### src/rpag_pkg.sv
// shared types, constants and glyph table for the rgb pixel to ascii glyph color unit
package rpag_pkg;

  // field widths
  localparam int CHAN_W   = 8;
  localparam int HNOISE_W = 7;
  localparam int LNOISE_W = 5;
  localparam int GLYPH_W  = 7;
  localparam int SLOT_W   = 3;

  // internal widths
  localparam int DIFF_W   = CHAN_W + 1;        // signed channel difference
  localparam int SUM_W    = CHAN_W + 3;        // signed channel sum plus luma noise
  localparam int MULT_W   = CHAN_W + 3;        // up to six times delta
  localparam int NUM_W    = MULT_W + 1;        // signed hue numerator
  localparam int BOUND_W  = 2 * CHAN_W + 1;    // (threshold + 1) * max
  localparam int IDX_W    = 4;

  // hue sectors and glyph ramp
  localparam int SECTOR_MAX = 6;
  localparam int RAMP_LAST  = 10;
  localparam int LUMA_STEP  = 3 * 25;          // two truncating divisions fold into one

  // which channel holds the maximum
  typedef enum logic [1:0] {
    MAX_RED,
    MAX_GREEN,
    MAX_BLUE
  } max_sel_t;

  // one input pixel with its noise values
  typedef struct packed {
    logic [CHAN_W-1:0]          red;
    logic [CHAN_W-1:0]          green;
    logic [CHAN_W-1:0]          blue;
    logic [CHAN_W-1:0]          sat_noise;
    logic signed [HNOISE_W-1:0] hue_noise;
    logic [CHAN_W-1:0]          light_noise;
    logic signed [LNOISE_W-1:0] luma_noise;
  } pix_t;

  // after channel extraction
  typedef struct packed {
    logic [CHAN_W-1:0]          mx;
    logic [CHAN_W-1:0]          delta;
    max_sel_t                   sel;
    logic signed [DIFF_W-1:0]   diff;
    logic signed [HNOISE_W-1:0] hue_noise;
    logic [CHAN_W-1:0]          sat_noise;
    logic [CHAN_W-1:0]          light_noise;
    logic signed [SUM_W-1:0]    luma_sum;
  } s1_t;

  // after scaling
  typedef struct packed {
    logic [CHAN_W-1:0]                    delta;
    logic [BOUND_W-1:0]                   sat_bound;
    logic signed [NUM_W-1:0]              num;
    logic [SECTOR_MAX-1:0][MULT_W-1:0]    mult;
    logic                                 light;
    logic [GLYPH_W-1:0]                   glyph_code;
  } s2_t;

  // one result item
  typedef struct packed {
    logic [GLYPH_W-1:0] glyph_code;
    logic               colored;
    logic [SLOT_W-1:0]  hue_slot;
    logic               light;
  } res_t;

  // ascii ramp " .:;=%$W#8@"
  function automatic logic [GLYPH_W-1:0] glyph_of(input logic [IDX_W-1:0] idx);
    logic [GLYPH_W-1:0] code;
    case (idx)
      4'd0:    code = 7'd32;
      4'd1:    code = 7'd46;
      4'd2:    code = 7'd58;
      4'd3:    code = 7'd59;
      4'd4:    code = 7'd61;
      4'd5:    code = 7'd37;
      4'd6:    code = 7'd36;
      4'd7:    code = 7'd87;
      4'd8:    code = 7'd35;
      4'd9:    code = 7'd56;
      default: code = 7'd64;
    endcase
    return code;
  endfunction

endpackage

### src/rgb_pixel_to_ascii_glyph_color_unit.sv
// top level of the rgb pixel to ascii glyph color unit
//
// Maps one RGB pixel plus four dither noise values to an ascii glyph code,
// a colored/gray flag, a hue sector 0..6 and a light/dark shade.
// Input channel: pixel_valid / pixel_stall with red, green, blue and the
// noise fields; an item is taken at a clock edge with valid high and stall low.
// Output channel: glyph_valid / glyph_stall with glyph_code, colored,
// hue_slot and light.
// Throughput is one item per cycle while the receiver does not stall, through
// a three stage pipeline (extract, scale, decide), each stage with its own
// valid bit.
// When the receiver stalls, the output register holds its item and earlier
// stages keep filling until every stage is occupied; only then is
// pixel_stall raised, so bubbles are squeezed out and nothing is lost.
// Synchronous reset clears all valid bits; the block keeps no state between
// pixels, so it is ready for a new item in the cycle after reset.
module rgb_pixel_to_ascii_glyph_color_unit (
  input  logic                                clk,
  input  logic                                rst,
  input  logic                                pixel_valid,
  output logic                                pixel_stall,
  input  logic [rpag_pkg::CHAN_W-1:0]          red,
  input  logic [rpag_pkg::CHAN_W-1:0]          green,
  input  logic [rpag_pkg::CHAN_W-1:0]          blue,
  input  logic [rpag_pkg::CHAN_W-1:0]          sat_noise,
  input  logic signed [rpag_pkg::HNOISE_W-1:0] hue_noise,
  input  logic [rpag_pkg::CHAN_W-1:0]          light_noise,
  input  logic signed [rpag_pkg::LNOISE_W-1:0] luma_noise,
  output logic                                glyph_valid,
  input  logic                                glyph_stall,
  output logic [rpag_pkg::GLYPH_W-1:0]         glyph_code,
  output logic                                colored,
  output logic [rpag_pkg::SLOT_W-1:0]          hue_slot,
  output logic                                light
);

  rpag_pkg::pix_t pix;
  rpag_pkg::s1_t  s1;
  rpag_pkg::s2_t  s2;
  rpag_pkg::res_t res;

  logic s1_valid, s2_valid, out_valid;
  logic s1_valid_next, s2_valid_next, out_valid_next;
  logic adv1, adv2, adv3;
  logic load1, load2, load3;

  // stage advance: a stage may load when empty or when its item moves on
  assign adv3  = !out_valid || !glyph_stall;
  assign adv2  = !s2_valid || adv3;
  assign adv1  = !s1_valid || adv2;
  assign load1 = pixel_valid && adv1;
  assign load2 = s1_valid && adv2;
  assign load3 = s2_valid && adv3;

  assign pixel_stall = !adv1;

  // valid bits travel with the data
  always_comb begin
    s1_valid_next  = load1 || (s1_valid && !adv2);
    s2_valid_next  = load2 || (s2_valid && !adv3);
    out_valid_next = load3 || (out_valid && glyph_stall);
  end

  always_ff @(posedge clk) begin
    if (rst) begin
      s1_valid  <= 1'b0;
      s2_valid  <= 1'b0;
      out_valid <= 1'b0;
    end else begin
      s1_valid  <= s1_valid_next;
      s2_valid  <= s2_valid_next;
      out_valid <= out_valid_next;
    end
  end

  // input item
  always_comb begin
    pix.red         = red;
    pix.green       = green;
    pix.blue        = blue;
    pix.sat_noise   = sat_noise;
    pix.hue_noise   = hue_noise;
    pix.light_noise = light_noise;
    pix.luma_noise  = luma_noise;
  end

  rpag_extract u_extract (
    .clk  (clk),
    .load (load1),
    .pix  (pix),
    .s1   (s1)
  );

  rpag_scale u_scale (
    .clk  (clk),
    .load (load2),
    .s1   (s1),
    .s2   (s2)
  );

  rpag_decide u_decide (
    .clk  (clk),
    .load (load3),
    .s2   (s2),
    .res  (res)
  );

  // result item
  assign glyph_valid = out_valid;
  assign glyph_code  = res.glyph_code;
  assign colored     = res.colored;
  assign hue_slot    = res.hue_slot;
  assign light       = res.light;

endmodule

### src/rpag_extract.sv
// first stage: channel min, max, delta, hue difference and luma sum
module rpag_extract (
  input  logic          clk,
  input  logic          load,
  input  rpag_pkg::pix_t pix,
  output rpag_pkg::s1_t  s1
);

  logic [rpag_pkg::CHAN_W-1:0] mn;
  logic [rpag_pkg::CHAN_W-1:0] mx;
  rpag_pkg::s1_t               s1_next;

  // min and max of the three channels
  always_comb begin
    mn = pix.red;
    mx = pix.red;
    if (pix.green < mn) mn = pix.green;
    if (pix.green > mx) mx = pix.green;
    if (pix.blue < mn) mn = pix.blue;
    if (pix.blue > mx) mx = pix.blue;
  end

  // pick the max channel and the cyclic difference of the other two
  always_comb begin
    s1_next.mx          = mx;
    s1_next.delta       = mx - mn;
    s1_next.hue_noise   = pix.hue_noise;
    s1_next.sat_noise   = pix.sat_noise;
    s1_next.light_noise = pix.light_noise;
    s1_next.luma_sum    = $signed({3'b000, pix.red}) + $signed({3'b000, pix.green})
                        + $signed({3'b000, pix.blue})
                        + rpag_pkg::SUM_W'(pix.luma_noise);
    if (pix.red == mx) begin
      s1_next.sel  = rpag_pkg::MAX_RED;
      s1_next.diff = $signed({1'b0, pix.green}) - $signed({1'b0, pix.blue});
    end else if (pix.green == mx) begin
      s1_next.sel  = rpag_pkg::MAX_GREEN;
      s1_next.diff = $signed({1'b0, pix.blue}) - $signed({1'b0, pix.red});
    end else begin
      s1_next.sel  = rpag_pkg::MAX_BLUE;
      s1_next.diff = $signed({1'b0, pix.red}) - $signed({1'b0, pix.green});
    end
  end

  always_ff @(posedge clk) begin
    if (load) begin
      s1 <= s1_next;
    end
  end

endmodule

### src/rpag_scale.sv
// second stage: saturation bound, hue numerator, delta multiples, shade test, glyph lookup
module rpag_scale (
  input  logic          clk,
  input  logic          load,
  input  rpag_pkg::s1_t  s1,
  output rpag_pkg::s2_t  s2
);

  logic [rpag_pkg::MULT_W-1:0]  d1;
  logic [rpag_pkg::MULT_W-1:0]  d3;
  logic [rpag_pkg::MULT_W-1:0]  d5;
  logic [rpag_pkg::MULT_W-1:0]  base_d;
  logic [rpag_pkg::IDX_W-1:0]   idx;
  rpag_pkg::s2_t                s2_next;

  // small multiples of delta by shift and add
  assign d1 = rpag_pkg::MULT_W'(s1.delta);
  assign d3 = (d1 << 1) + d1;
  assign d5 = (d1 << 2) + d1;

  always_comb begin
    case (s1.sel)
      rpag_pkg::MAX_RED:   base_d = d1;
      rpag_pkg::MAX_GREEN: base_d = d3;
      rpag_pkg::MAX_BLUE:  base_d = d5;
      default:             base_d = d1;
    endcase
  end

  // brightness index: count of ramp steps the luma sum reaches
  always_comb begin
    idx = '0;
    for (int k = 1; k <= rpag_pkg::RAMP_LAST; k++) begin
      if (s1.luma_sum >= $signed(rpag_pkg::SUM_W'(k * rpag_pkg::LUMA_STEP))) begin
        idx = idx + 1'b1;
      end
    end
  end

  // stage result
  always_comb begin
    s2_next.delta      = s1.delta;
    s2_next.sat_bound  = (rpag_pkg::BOUND_W'(s1.sat_noise) + rpag_pkg::BOUND_W'(1))
                       * rpag_pkg::BOUND_W'(s1.mx);
    s2_next.num        = $signed({1'b0, base_d}) + rpag_pkg::NUM_W'(s1.diff)
                       + $signed({1'b0, d1 >> 1}) + rpag_pkg::NUM_W'(s1.hue_noise);
    s2_next.mult[0]    = d1;
    s2_next.mult[1]    = d1 << 1;
    s2_next.mult[2]    = d3;
    s2_next.mult[3]    = d1 << 2;
    s2_next.mult[4]    = d5;
    s2_next.mult[5]    = d3 << 1;
    s2_next.light      = (s1.mx > s1.light_noise);
    s2_next.glyph_code = rpag_pkg::glyph_of(idx);
  end

  always_ff @(posedge clk) begin
    if (load) begin
      s2 <= s2_next;
    end
  end

endmodule

### src/rpag_decide.sv
// third stage: colored test, hue sector count and output register
module rpag_decide (
  input  logic          clk,
  input  logic          load,
  input  rpag_pkg::s2_t  s2,
  output rpag_pkg::res_t res
);

  logic                          colored;
  logic [rpag_pkg::SLOT_W-1:0]   sector;
  rpag_pkg::res_t                res_next;

  // saturation above threshold, i.e. 256*delta >= (threshold+1)*max
  assign colored = (s2.delta != '0)
                && ({1'b0, s2.delta, 8'h00} >= s2.sat_bound);

  // sector is the number of delta multiples the numerator reaches, at most six
  always_comb begin
    sector = '0;
    for (int k = 0; k < rpag_pkg::SECTOR_MAX; k++) begin
      if (s2.num >= $signed({1'b0, s2.mult[k]})) begin
        sector = sector + 1'b1;
      end
    end
  end

  // gray pixels carry no hue and no shade
  always_comb begin
    res_next.glyph_code = s2.glyph_code;
    res_next.colored    = colored;
    res_next.hue_slot   = colored ? sector : '0;
    res_next.light      = colored & s2.light;
  end

  always_ff @(posedge clk) begin
    if (load) begin
      res <= res_next;
    end
  end

endmodule

### config.mk
export PLATFORM = sky130hd
export DESIGN_NAME = rgb_pixel_to_ascii_glyph_color_unit
export DESIGN_NICKNAME = d
export VERILOG_FILES = /design/src/rpag_pkg.sv /design/src/rgb_pixel_to_ascii_glyph_color_unit.sv /design/src/rpag_extract.sv /design/src/rpag_scale.sv /design/src/rpag_decide.sv
export SDC_FILE = /design/constraint.sdc
export NUM_CORES = 1
export LEC_CHECK = 0
export BUFFER_PORTS_ARGS = -buffer_cell sky130_fd_sc_hd__buf_2
export CORE_ASPECT_RATIO = 1.25
export CORE_MARGIN = 2
export CORE_UTILIZATION = 55
export CTS_CLUSTER_SIZE = 20
export DETAILED_ROUTE_END_ITERATION = 7
export GPL_TIMING_DRIVEN = 0
export PLACE_DENSITY = 0.72
export SLEW_MARGIN = 20
export SYNTH_ARGS = -nofsm -noshare
export SYNTH_HDL_FRONTEND = slang
export SYNTH_HIERARCHICAL = 1
export SYNTH_SLANG_ARGS = --single-unit
### constraint.sdc
create_clock -name clk -period 9.34 [get_ports clk]
set_input_delay 2.802 -clock clk [delete_from_list [all_inputs] [get_ports clk]]
set_output_delay 2.802 -clock clk [all_outputs]
set_load 0.05 [all_outputs]
Yosys cells after proc, flatten, opt, wreduce, memory -nomap -nowiden:

Memory sizes are Yosys's and may differ from the RTL's. A register that Yosys moved wholly into a read port is not among the register bits.
Cells that the tools add are included.

* logic and storage cells: 122
* memories: 1
* output and inout bits: 14
* memory bits (read-only): 112
* register bits after elaboration: 146

Memories
* (name not given): words 16, width 7, read ports 1, clocked after Yosys merged registers in 1, write ports 0, RTL line rpag_pkg.sv:75 `case (idx)`

* magnitude comparators: 22
* reductions and logical operators: 21
* $mul: 1
* mux-type cells: 23
* bitwise operators: 1
* add/subtract/negate cells: 27
* equal/unequal tests: 4

Operators with widths (count)
* 11-bit greater-or-equal comparator, second input constant: 4
* 12-bit greater-or-equal comparator: 3
* 4-bit 2-to-1 mux: 9
* 11-bit by 10-bit greater-or-equal comparator with 1-bit output, second input constant: 3
* 4-bit by 1-bit adder with 4-bit output, second input constant: 8
* 8-bit 2-to-1 mux: 4
* 8-bit by 8-bit subtractor with 9-bit output: 3
* 8-bit > comparator: 3
* 11-bit by 9-bit greater-or-equal comparator with 1-bit output, second input constant: 2
* 11-bit case mux with 2 select lines: 1
* 16-bit by 17-bit greater-or-equal comparator with 1-bit output: 1
* 17-bit by 8-bit multiplier with 17-bit output: 1
* 8-bit equality test: 2
* 8-bit less-than comparator: 2
* 3-bit 2-to-1 mux: 5
* 12-bit by 7-bit adder with 12-bit output: 1
* 12-bit by 8-bit adder with 12-bit output: 1
* 12-bit by 9-bit adder with 12-bit output: 1
* 3-bit by 1-bit adder with 3-bit output, second input constant: 4
* 12-bit by 10-bit greater-or-equal comparator with 1-bit output: 1
* 12-bit by 11-bit greater-or-equal comparator with 1-bit output: 1
* 12-bit by 9-bit greater-or-equal comparator with 1-bit output: 1
* 10-bit by 8-bit adder with 11-bit output: 1
* 11-bit by 5-bit adder with 11-bit output: 1
* 17 further kinds: 36

Longest topological paths before layout:

* word-level depth: 20
* mapped depth: 32
* depth with buffers taken out: 31

By module:

The synthesis kept the hierarchy.

Modules (own cells, without submodules)
* rpag_scale: instances 1, seq. area each 1891.8 µm², area an instance 7703.6 µm², cells each 776
* rpag_extract: instances 1, seq. area each 1831.8 µm², area an instance 5489.0 µm², cells each 534
* rpag_decide: instances 1, seq. area each 360.3 µm², area an instance 2556.2 µm², cells each 304
* rgb_pixel_to_ascii_glyph_color_unit: instances 1, seq. area each 60.1 µm², area an instance 121.4 µm², cells each 15

Worst setup path after synthesis:

Ideal clock, no wire load.

* path kind: input -> register
* start: input green[7] (netlist name)
* end: register u_extract/s1[51] (netlist name)
* path slack: 1.712 ns
* stages: 23
* data required time: 9.082 ns
* library setup time: 0.258 ns
* data arrival time: 7.370 ns
* buffers on the path: 3
* cell sequence: inv_1 > ha_1 > buf_2 > and3_4 > a221oi_4 > and2_1 > buf_2 > mux2i_1 > ha_1 > nand4_1 > or2_2 > a221o_1 > and3_1 > buf_4 > nor2_1 > a211oi_4 > or2_2 > ha_1 > a221oi_2 > o21bai_1 > maj3_1 > a21oi_1 > xnor2_1

RTL lines
* from (decl): RTL line rgb_pixel_to_ascii_glyph_color_unit.sv:23 `input logic [rpag_pkg::CHAN_W-1:0] green,`

==> key figures <==
CTS
  • CTS Sinks: 139
  • Clock Path Buffers: 2
  • CTS resizes: 0
  • Hold Buf Count CTS: 0
  • CTS root buffer: clkbuf_16
  • CTS buffer count: 17
  • Clk Latency, worst-skew pair: 420 ps
  • Clk slew on worst S/H paths: 60 ps
  • Postcts setup bufs: 0
  • CTS tree: built
  • H-tree depth: 4

Synth
  • Seq/Total Area, Yosys: 26.1%
  • Ys async rst share: 0%
  • Yosys warns: 6
  • Top cell type's share of synthesized area: 25.7%
  • Netlist area before placement: 15900 um^2
  • Top_reg_cell synth: edfxtp_1
  • Post-Syn Area per Cell: 9.74 um^2
  • EDFF count, synth: 136
  • Ranking of synthesized cells by area: edfxtp_1 (26%), ha_1 (18%), fa_1 (9.6%)
  • Largest area contributor in the synthesized netlist: edfxtp_1
  • Cells after Synth: 1629
  • Synthesized flop and latch total: 139
  • Unique masters post-synth: 104

GRT
  • Number of global-route vias before repair: 11914
  • Largest net degree at the start of global routing: 62
  • Grt ovf: 0
  • Total GRT Usage: 23.6%
  • First-pass GRT wire length: 57000 um
  • Initial antenna violation count: 0

Routing
  • Vias/cell: 5.60
  • Routed Antenna Nets: 0
  • Drt total wl: 34100 um
  • Average routed wire per standard cell: 16.3 um
  • Vias: 11740
  • DRC Markers: 0
  • Initial detailed-routing violation count: 607
  • Drt first pass iters: 5

Min path
  • Hold path start: u_scale/s2[1]$_DFFE_PP_
  • Worst hold path class: reg -> reg
  • Hold endpoint: u_decide/res[6]$_DFFE_PP_
  • WHS Path Cells: 0

Power and ir drop
  • Switching portion of total power: 44.1%
  • Cell-internal power: 3.34 mW
  • Leak pwr: 8.10 nW
  • Combinational share of power: 67.8%
  • VDD IR-drop max: 0.000291 V
  • Psw: 2.64 mW
  • PwrDens: 344 nW/um^2
  • Clock power share: 11.4%
  • Flop pwr share: 20.8%

Critical path
  • Worst R2R Start: u_extract/s1[4]$_DFFE_PP_
  • Arrival time worst endpoint: 8740 ps
  • CP startpoint kind: input port
  • Critical path required time: 9500 ps
  • Crit Path Class: in -> reg
  • Critical Path Sink Type: flip-flop
  • Critical path's slowest cell: nor4_2
  • Crit path max fanout: 10
  • Most common cell on crit path: buf_2
  • Max incr delay on CP: 580 ps
  • Worst reg2reg endpoint: u_scale/s2[4]$_DFFE_PP_
  • Worst Reg-to-Reg Cells: 25
  • Worst reg2reg setup slack: 2560 ps
  • Cells along the critical path: buf_2 > inv_1 > ha_1 > buf_2 > and3_4 > a221oi_4 > and2_1 > buf_2 > mux2i_1 > ha_1 > nand4_1 > or2_2 > a221o_1 > nand3_1 > nor2_1 > a211oi_4 > xnor2_1 > nand4_1 > nor4_2 > mux2_1 > mux2_2

STA
  • Final hold violations: 0
  • Setup TNS Final: 0 ps
  • Final Critical Period: 8580 ps
  • Unrepaired setup endpoints after global routing: false
  • F_max: 117 MHz
  • Slew @ Worst Pin: 728 ps
  • Clock skew: 9.34 ps
  • Max-Slew Margin vs Limit: 51.1%
  • Final Cycle Share: 91.9%
  • Fin. max-slew vios: 0
  • # setup viols final: 0

Placement
  • Number of port buffers: 69
  • Hpwl dp: 27500 um
  • RePlAce Congestion: 0.974
  • Cell Area, Placed: 16800 um^2

Floorplanning
  • Row Count: 69
  • Initial Utilization: 55.9%
  • Die Ht: 194 um
  • Die area: 30200 um^2
  • Io pins: 70
  • Die Width: 156 um
  • Core Area: 28400 um^2

Finish
  • Design area: 17400 um^2
  • Commonest non-fill, non-tap cell in the layout: inv_1
  • Commonest cells after routing, fill and taps aside: inv_1 (236), ha_1 (229), edfxtp_1 (136)
  • Layout cell share with drive strength beyond 1: 13.1%
  • Area grow syn2layout: 9.39%
  • Final nets: 2091
  • Number of inserted diodes: 0

Flow run
  • Max_cap viols: 0

Status
  • Status: finished, final reports clean
[final cells by class]
cell class	instances	area, um^2
fillers	2333	11000
multi-input cells	1185	10300
flip-flops and latches	139	4140
inverters	238	893
plain buffers	77	548
clock buffers	21	450
well taps	355	444
repair buffers	72	408
clock inverters	11	145
[per-stage QoR]
| stage | worst slack, ps | instances | hold WS [ps] | util [%] | power, mW |
|---|---|---|---|---|---|
| finish | 760 | 2098 | 421 | 61.1 | 5.98 |
| detailed placement | 466 | 2066 | 407 | 59.0 | 5.28 |
| floorplan | 1710 | 1639 | 400 | - | 4.43 |
| CTS | 894 | 2098 | 421 | 61.1 | 6.00 |
| global route | 614 | 2098 | 433 | 61.1 | 6.58 |
| global placement | 508 | 2063 | 402 | 58.8 | 5.12 |
[cell usage after synthesis, types with 11 or more instances]
cell type,n
a21oi_1,110
o21a_1,15
mux2i_1,23
o211ai_1,11
nand2b_1,22
nand4_1,23
xnor2_1,74
buf_4,52
inv_1,236
nor2b_1,23
nor2_1,90
xor2_1,28
fa_1,76
ha_1,229
o21ai_0,55
o21bai_1,17
nand3_1,31
and2_1,41
nand2_1,88
edfxtp_1,136
a21o_1,32
[power by group through the flow]
| stage | Combinational (mW) | Clock, mW | Sequential (mW) |
|---|---|---|---|
| floorplan | 3.23 | 0 | 1.20 |
| global placement | 3.86 | 0 | 1.25 |
| detailed placement | 4.02 | 0 | 1.26 |
| CTS | 4.06 | 0.696 | 1.25 |
| global route | 4.59 | 0.722 | 1.27 |
| finish | 4.05 | 0.681 | 1.24 |
[registers in the layout, summed over array words and instances, names as in the netlist]
signal / flops
u_scale/s2: 63
u_extract/s1: 61
u_decide/res: 12
glyph_valid: 1
s1_valid: 1
s2_valid: 1
[per-layer routing]
layer	GRT usage (%)	routed length [um]
met1	27.8	14000
met2	42.8	17400
met3	2.39	1150
met4	11.5	1530
met5	0	0
[logic make-up (layout without fill, tap and decap cells)]
logic type / after synthesis / in the layout / synth area share [%]
AO/OA/AOI/OAI: 336 / 336 / 14.4
buffers and inverters: 315 / 419 / 9.08
adder cells (fa/ha/maj): 306 / 306 / 27.7
other: 1 / 11 / 0.0236
flip-flops: 139 / 139 / 26.1
AND/OR/NAND/NOR: 382 / 382 / 12.7
XOR/XNOR: 115 / 115 / 7.47
multiplexers: 35 / 35 / 2.49
[worst max path at each step]
stage	startpoint	end	slack, ps	depth (start not counted)
4_1_cts	green[7]	u_extract/s1[42]$_DFFE_PP_	890	21
6_report	green[7]	u_extract/s1[42]$_DFFE_PP_	760	21
5_1_grt	green[7]	u_extract/s1[42]$_DFFE_PP_	610	21
2_1_floorplan	green[7]	u_extract/s1[51]$_DFFE_PP_	1710	23
3_3_place_gp	green[7]	u_extract/s1[42]$_DFFE_PP_	510	21
3_5_place_dp	green[7]	u_extract/s1[42]$_DFFE_PP_	470	21
[worst max-delay path, delay by kind of cell]
family,cells,cell delay [ps]
and+or+nand+nor,8,2080
AOI/OAI and AO/OA,3,1240
muxes,3,1030
buffers and inverters,4,870
adders and majority gates,2,530
xor gates and xnor gates,1,190
Power figures use the tool's default switching activity.
